`src/hdl/nwcl_pkg.sv`:
```
// Shared types and constants for the neighbor weighted color label block.
// Used by nwcl_cell and neighbor_weighted_color_label; no dependencies.
package nwcl_pkg;

    localparam int LABEL_W   = 4;
    localparam int COLOR_W   = 8;
    localparam int NBR_COUNT = 8;
    localparam int NBR_W     = NBR_COUNT * LABEL_W;
    localparam int DIST_W    = 18;
    localparam int CNT_W     = 4;
    localparam int WEIGHT_W  = 16;
    localparam int SCORE_W   = 20;
    localparam int MEANS_W   = 5;
    localparam int CFG_IDX_W = 1;

    localparam logic [CFG_IDX_W-1:0] REG_MEANS_IN_USE     = 1'b0;
    localparam logic [CFG_IDX_W-1:0] REG_ADJACENCY_WEIGHT = 1'b1;

    localparam logic [MEANS_W-1:0]  MEANS_IN_USE_RESET     = 5'd13;
    localparam logic [WEIGHT_W-1:0] ADJACENCY_WEIGHT_RESET = 16'd4000;

    typedef enum logic
    {
        FUNC_LABEL = 1'b0,
        FUNC_LOAD  = 1'b1
    } func_t;

    typedef struct packed
    {
        func_t                      func;
        logic [LABEL_W-1:0]         mean_index;
        logic [COLOR_W-1:0]         red;
        logic [COLOR_W-1:0]         green;
        logic [COLOR_W-1:0]         blue;
        logic [LABEL_W-1:0]         current_label;
        logic [NBR_W-1:0]           neighbour_labels;
        logic [LABEL_W-1:0]         best_label;
        logic signed [SCORE_W-1:0]  best_score;
    } beat_t;

endpackage

```
`src/hdl/nwcl_cell.sv`:
```
// One cell of the label chain: holds one color mean and scores the passing pixel.
// Depends on nwcl_pkg.
module nwcl_cell #(
    parameter int CELL_INDEX = 0
) (
    input  logic                          clk,
    input  logic                          rst_n,
    input  logic                          advance,
    input  logic [nwcl_pkg::MEANS_W-1:0]  k_eff,
    input  logic [nwcl_pkg::WEIGHT_W-1:0] weight,
    input  logic                          prev_valid,
    input  nwcl_pkg::beat_t               prev_beat,
    output logic                          next_valid,
    output nwcl_pkg::beat_t               next_beat
);
    import nwcl_pkg::*;

    localparam logic [LABEL_W-1:0] CELL_LABEL = LABEL_W'(CELL_INDEX);

    logic [COLOR_W-1:0]  mean_red_reg;
    logic [COLOR_W-1:0]  mean_green_reg;
    logic [COLOR_W-1:0]  mean_blue_reg;
    logic                a_valid_reg;
    beat_t               a_beat_reg;
    logic [DIST_W-1:0]   a_dist_reg;
    logic [CNT_W-1:0]    a_cnt_reg;
    logic [DIST_W-1:0]   dist_next;
    logic [CNT_W-1:0]    cnt_next;
    logic                b_valid_reg;
    beat_t               b_beat_reg;
    beat_t               b_beat_next;
    logic [SCORE_W-1:0]  penalty;
    logic signed [SCORE_W-1:0] score;
    logic                cell_active;
    logic                take;
    logic                is_load_here;

    function automatic logic [2*COLOR_W-1:0] sqdiff(
        input logic [COLOR_W-1:0] a,
        input logic [COLOR_W-1:0] b
    );
        logic [COLOR_W-1:0] d;
        begin
            d = (a > b) ? (a - b) : (b - a);
            return d * d;
        end
    endfunction

    always_comb
    begin
        dist_next = DIST_W'(sqdiff(mean_red_reg, prev_beat.red))
                  + DIST_W'(sqdiff(mean_green_reg, prev_beat.green))
                  + DIST_W'(sqdiff(mean_blue_reg, prev_beat.blue));
        cnt_next = '0;
        for (int n = 0; n < NBR_COUNT; n++)
        begin
            if (prev_beat.neighbour_labels[n*LABEL_W +: LABEL_W] == CELL_LABEL)
            begin
                cnt_next = cnt_next + CNT_W'(1);
            end
        end
    end

    assign is_load_here = prev_valid && (prev_beat.func == FUNC_LOAD)
                          && (prev_beat.mean_index == CELL_LABEL);

    // hold the mean; replace it when a load beat for this slot passes
    always_ff @(posedge clk)
    begin
        if (advance && is_load_here)
        begin
            mean_red_reg   <= prev_beat.red;
            mean_green_reg <= prev_beat.green;
            mean_blue_reg  <= prev_beat.blue;
        end
    end

    always_ff @(posedge clk or negedge rst_n)
    begin
        if (!rst_n)
        begin
            a_valid_reg <= 1'b0;
            b_valid_reg <= 1'b0;
        end
        else if (advance)
        begin
            a_valid_reg <= prev_valid;
            b_valid_reg <= a_valid_reg;
        end
    end

    always_ff @(posedge clk)
    begin
        if (advance)
        begin
            a_beat_reg <= prev_beat;
            a_dist_reg <= dist_next;
            a_cnt_reg  <= cnt_next;
            b_beat_reg <= b_beat_next;
        end
    end

    assign cell_active = ({1'b0, CELL_LABEL} < k_eff);
    assign penalty     = SCORE_W'(weight * a_cnt_reg);
    assign score       = $signed(SCORE_W'(a_dist_reg) - penalty);
    assign take        = (CELL_INDEX == 0)
                         || (cell_active && (score < a_beat_reg.best_score));

    always_comb
    begin
        b_beat_next = a_beat_reg;
        if (take)
        begin
            b_beat_next.best_label = CELL_LABEL;
            b_beat_next.best_score = score;
        end
    end

    assign next_valid = b_valid_reg;
    assign next_beat  = b_beat_reg;

endmodule

```
`config.mk`:
```
export PLATFORM = sky130hd
export DESIGN_NAME = nwcl_cell
export DESIGN_NICKNAME = d
export VERILOG_FILES = /design/src/hdl/nwcl_pkg.sv /design/src/hdl/nwcl_cell.sv
export SDC_FILE = /design/constraint.sdc
export NUM_CORES = 1
export LEC_CHECK = 0
export BUFFER_PORTS_ARGS = -buffer_cell sky130_fd_sc_hd__buf_2
export CORE_MARGIN = 5
export CORE_UTILIZATION = 55
export CTS_BUF_LIST = sky130_fd_sc_hd__clkbuf_4
export DETAILED_ROUTE_END_ITERATION = 16
export PLACE_DENSITY = 0.81
export SYNTH_ARGS = -nofsm -noshare
export SYNTH_HDL_FRONTEND = slang
export SYNTH_SLANG_ARGS = --single-unit
```
`constraint.sdc`:
```
create_clock -name clk -period 8.7 [get_ports clk]
set_clock_uncertainty 0.2 [all_clocks]
set_input_delay 0.435 -clock clk [delete_from_list [all_inputs] [get_ports clk]]
set_output_delay 0.435 -clock clk [all_outputs]
set_load 0.02 [all_outputs]
```
# --- After elaboration in Yosys (flattened, before gate mapping) ---
# Index checks and enable logic that the tools add are counted.
totals:
  ff_bits: 198
  latchBits: 0
  mem_bits_rw: 0
  romBits: 0
  in_bits: 114
  output_inout_bits: 90
  word_cells: 68
  n_memories: 0
op_classes:
  add_sub_neg: 16
  mul: 4
  div_mod_pow: 0
  order_cmp: 3
  eq_ne: 0
  n_shift: 0
  mux: 11
  bitwise_logic: 0
  n_reduce_logical: 12
ops:
  columns: ["operator", "n"]
  rows:
  - ["multiplier 8 x 8 -> 16 bit", 3]
  - ["subtractor 8 bit", 6]
  - ["zero test 4 bit", 9]
  - ["adder 4 x 1 -> 4 bit (second input constant)", 7]
  - ["two-way mux 4 bit", 7]
  - ["> comparator 8 bit", 3]
  - ["two-way mux 8 bit", 3]
  - ["multiplier 16 x 4 -> 20 bit", 1]
  - ["subtractor 18 x 20 -> 20 bit", 1]
  - ["adder 17 x 16 -> 18 bit", 1]
  - ["adder 16 x 16 -> 17 bit", 1]
  - ["logical AND 1 bit", 3]
  - ["two-way mux 1 bit", 1]

# --- Longest topological paths before layout ---
logic_depth:
  depth_word: 16
  depth_mapped: 33
  ltp_nobuf: 32

# --- Least setup slack after synthesis ---
# No wires, ideal clock.
synth_path:
  path_kind: "input port to flip-flop"
  start: "input port prev_beat[76] (netlist name)"
  end: "register a_dist_reg[17] (data pin)"
  setup_time_ps: 195
  arrival_ps: 8460
  required_ps: 8305
  setup_slack_ps: -155
  cell_stages: 31
  path_buffers: 1
  cell_sequence: "ha_1 > fa_1 > nor2b_1 > o21ai_0 > a21o_1 > a21oi_4 > mux2_2 > or4_1 > and4_1 > clkbuf_1 > inv_2 > nor2_1 > ha_1 > inv_1 > fa_1 > fa_1 > inv_1 > fa_1 > inv_1 > fa_1 > fa_1 > fa_1 > inv_1 > ha_1 > a21o_1 > a21o_1 > o21ai_0 > a21oi_1 > o41ai_1 > or4b_2 > o311ai_0"
synth_via:
  elab_chain_cells: 5
  elab_cells_between_ends: 7
  cone_classes: "add/sub: 4; mul: 1; order compare: 1; mux: 1"
synth_lines:
  columns: ["item", "line_no", "rtl"]
  rows:
  - ["from (decl)", "nwcl_cell.sv:12", "input nwcl_pkg::beat_t prev_beat,"]
  - ["subtractor 8 bit or > comparator 8 bit (tied branches)", "nwcl_cell.sv:44", "d = (a > b) ? (a - b) : (b - a);"]
  - ["two-way mux 8 bit (*)", "nwcl_cell.sv:44", null]
  - ["multiplier 8 x 8 -> 16 bit (*)", "nwcl_cell.sv:45", "return d * d;"]
  - ["adder 16 x 16 -> 17 bit (*)", "nwcl_cell.sv:52", "+ DIST_W'(sqdiff(mean_green_reg, prev_beat.green))"]
  - ["adder 17 x 16 -> 18 bit (*)", "nwcl_cell.sv:53", "+ DIST_W'(sqdiff(mean_blue_reg, prev_beat.blue));"]
  - ["named net dist_next[17]", "nwcl_cell.sv:27", "logic [DIST_W-1:0] dist_next;"]
  - ["to (signal assigned)", "nwcl_cell.sv:97", "a_dist_reg <= dist_next;"]
  - ["to (decl)", "nwcl_cell.sv:25", "logic [DIST_W-1:0] a_dist_reg;"]
# Mark *: on every way through the listed nets, which the timed path passes. The rest lies on a longest branch.
# A chain may end at the register's enable or synchronous reset.

# --- Worst setup path after layout ---
layout_path:
  start: "register mean_green_reg[0]"
  end: "register a_dist_reg[17] (data pin)"
layout_via:
  elab_chain_cells: 5
  elab_cells_between_ends: 7
  cone_classes: "add/sub: 4; mul: 1; order compare: 1; mux: 1"
layout_lines:
  columns: ["item", "line_no", "rtl"]
  rows:
  - ["from (decl)", "nwcl_cell.sv:21", "logic [COLOR_W-1:0] mean_green_reg;"]
  - ["from (signal assigned)", "nwcl_cell.sv:73", "mean_green_reg <= prev_beat.green;"]
  - ["subtractor 8 bit or > comparator 8 bit (tied branches)", "nwcl_cell.sv:44", null]
  - ["two-way mux 8 bit (*)", "nwcl_cell.sv:44", null]
  - ["multiplier 8 x 8 -> 16 bit (*)", "nwcl_cell.sv:45", null]
  - ["adder 16 x 16 -> 17 bit (*)", "nwcl_cell.sv:52", null]
  - ["adder 17 x 16 -> 18 bit (*)", "nwcl_cell.sv:53", null]
  - ["named net dist_next[17]", "nwcl_cell.sv:27", null]
# Marked as above.

==> summary.md <==
| Metric | Value |
|---|---|
| Status | finished clean |
| Final Util | 68.6% |
| Core Box Area | 29600 um2 |
| Endpoints failing setup | 0 |
| Worst Setup Path Type | reg2reg |
| Synthesized area | 16400 um2 |
| Final Hold Fails | 0 |
| Critical Path RT | 8.98 ns |
| Die area | 33400 um2 |
| Worst skew pair latency | 0.67 ns |
| DPL Wire Length | 27600 um |
| Placed Area | 18900 um2 |
| Final WL | 35200 um |
| Die extent in x | 183 um |
| # rows | 63 |
| Sequential standard cell area | 5940 um2 |
| Synth warnings | 0 |
| Max reg flops | 85 |
| Initial Utilization | 55.6% |
| Post-layout instance area | 20300 um2 |
| Compound-Gate Fraction of Synth Area | 6.27% |
| TritonCTS clock tree | yes |
| Wire length per cell | 15.7 um |
| First-pass GRT wire length | 58800 um |
| Asr flop ratio synth | 1.01% |
| HP Start | a_beat_reg[69] |
| Crit-path most repeated cell | fa_1 |
| H-tree levels | 4 |
| XOR/XNOR share of the synthesized area | 3.75% |
| Arr. time, crit path | 8.97 ns |
| Crit path max fanout | 4 |
| Reg-to-Reg Start | mean_green_reg[0] |
| Gr ovfl total | 0 |
| Max Clk Rate | 0.115 GHz |
| GRT Overall Usage | 21.7% |
| Die H | 183 um |
| Pin count of the biggest net entering global routing | 75 |
| Max-slew violations | 0 |
| Tightest Hold Check Type | reg2reg |
| Ys flop type | edfxtp_1 |
| Max Cap Viol | 0 |
| CP Launch Type | flop |
| Critical Path Source | mean_green_reg[0] |
| IO buf count | 170 |
| Fin nets | 2291 |
| Register area share after synthesis | 36.1% |
| Initial antenna violation count | 2 |
| Slew HR | 30.4% |
| FF+latch count, synth | 198 |
| Sink Count | 198 |
| EDFF count, synth | 196 |
| Unique masters post-synth | 76 |
| Antenna-violating nets left | 0 |
| IO Count | 204 |
| Fin Hold WS | 0.212 ns |
| Clk root buf | clkbuf_4 |
| Tmin final | 8.69 ns |
| GPL Wtd Cong | 0.900 |
| Crit. End Element | flop |
| Cts bufs inserted | 17 |
| Area Overhead vs Synth | 23.3% |
| RSZ-0062 raised after global routing | true |
| Routed via count | 11500 |
| Filler cells | 2082 |
| Slowest CP cell | fa_2 |
| Tcrit/Tclk final | 99.9% |
| Vias in the first global route | 12400 |
| Mux cell area share after synthesis | 1.72% |
| Detailed-route DRC error count | 0 |
| Max Root-Sink Buffers | 2 |
| Mapped Cells | 1435 |
| Worst slew pin tran | 1.03 ns |
| Largest family of logic cells by synthesized area | adder cells |
| R2R depth | 30 |
| CP peak stage delay | 0.59 ns |
| Vias per Instance | 5.13 |
| Simple-Gate Fraction of Synth Area | 10.0% |
| Post-synthesis adder-cell area fraction | 34.2% |
| Layout cells sized above 1 | 25.3% |
| Hold path depth | 0 |
| 1st-iter DRT viols | 604 |
| Mapped Avg Cell Area | 11.5 um2 |
| Drt first pass iters | 5 |
| Area occupied by multi-input gates | 9470 um2 |
| Clock-pin slew on the worst setup and hold paths | 0.25 ns |
path summary, 6_finish.rpt:
kind	end	slack (ns)
worst max register to register	a_dist_reg[17]	0.008
max in group asynchronous	a_valid_reg	7.72
min in group asynchronous	next_valid	0.46
worst max-delay path	a_dist_reg[17]	0.008
worst min register to register	next_beat[69]	0.21
worst min-delay path	next_beat[69]	0.21
placed cells by master, fill, tap and decap left out, drive strengths merged, types with 13 or more instances in the layout:
cell / count
nand2b: 13
and2: 71
inv: 325
ha: 155
xnor2: 42
nand2: 44
fa: 184
mux2i: 14
clkbuf: 17
xor2: 22
dlygate4sd3: 69
or2: 17
o21ai: 35
a21oi: 47
nor2: 98
edfxtp: 196
nor2b: 15
buf: 337
a21o: 16
worst max-delay path, delay by kind of cell, from the launching register on:
| kind | cells | cell delay (ns) |
|---|---|---|
| and+or+nand+nor | 4 | 1.06 |
| AOI/OAI and AO/OA | 11 | 2.19 |
| DFF | 1 | 0.43 |
| adders and majority gates | 10 | 4.24 |
| buffers and inverters | 5 | 0.36 |
synthesized netlist by cell type (11+ instances only):
cell type / instances / area share (%)
inv_1: 312 / 7.1
edfxtp_1: 196 / 36
fa_1: 184 / 22
ha_1: 155 / 12
nor2_1: 98 / 2.2
and2_1: 71 / 2.7
a21oi_1: 45 / 1.4
nand2_1: 43 / 0.98
xnor2_1: 40 / 2.1
o21ai_0: 31 / 0.94
xor2_1: 18 / 0.96
a21o_1: 16 / 0.73
nor2b_1: 15 / 0.57
or2_2: 15 / 0.57
clkbuf_1: 14 / 0.32
mux2i_1: 14 / 0.85
nand2b_1: 12 / 0.46
nor3_1: 11 / 0.33
routing by layer:
| metal | GRT usage (%) | part of all wire [%] | vias to the layer above |
|---|---|---|---|
| li1 | - | - | 5442 |
| met2 | 39.7 | 53 | 292 |
| met1 | 26.5 | 40 | 5699 |
| met5 | 0 | 0 | - |
| met3 | 3.13 | 4.3 | 80 |
| met4 | 7.24 | 2.9 | 0 |
area by class of cell:
cell class	instances	share of cell area [%]
multi-input cells	901	46.7
inverters	314	5.83
repair buffers	406	13.9
flip-flops and latches	198	29.3
well taps	390	2.41
diodes	4	0.0494
clock inverters	15	1.17
clock buffers	17	0.630
kinds of logic after synthesis:
group	after synthesis
other	1
multiplexers	26
flip-flops	198
XOR/XNOR	64
AND/OR/NAND/NOR	316
buffers and inverters	339
adder cells (fa/ha/maj)	339
AO/OA/AOI/OAI	152
metrics by stage:
step / TNS (ns) / instances / setup slack, ns
2_1_floorplan: 0 / 1438 / 0.000751
3_3_place_gp: -0.319 / 2132 / -0.319
3_5_place_dp: -0.638 / 2132 / -0.547
4_1_cts: 0 / 2237 / 0.00349
5_1_grt: -0.441 / 2245 / -0.338
6_report: 0 / 2245 / 0.00755
repair_timing:
item,4_1_cts,5_1_grt
endpoints found under the setup margin,2,6
gates resized for setup,18,35
hold buffers,69,0
buffers inserted,4,7
endpoints found under the hold margin,100,0
pin swaps,15,42
Power is not shown: default switching activity piles up to over one toggle a cycle in this logic, so the estimate is an artifact.
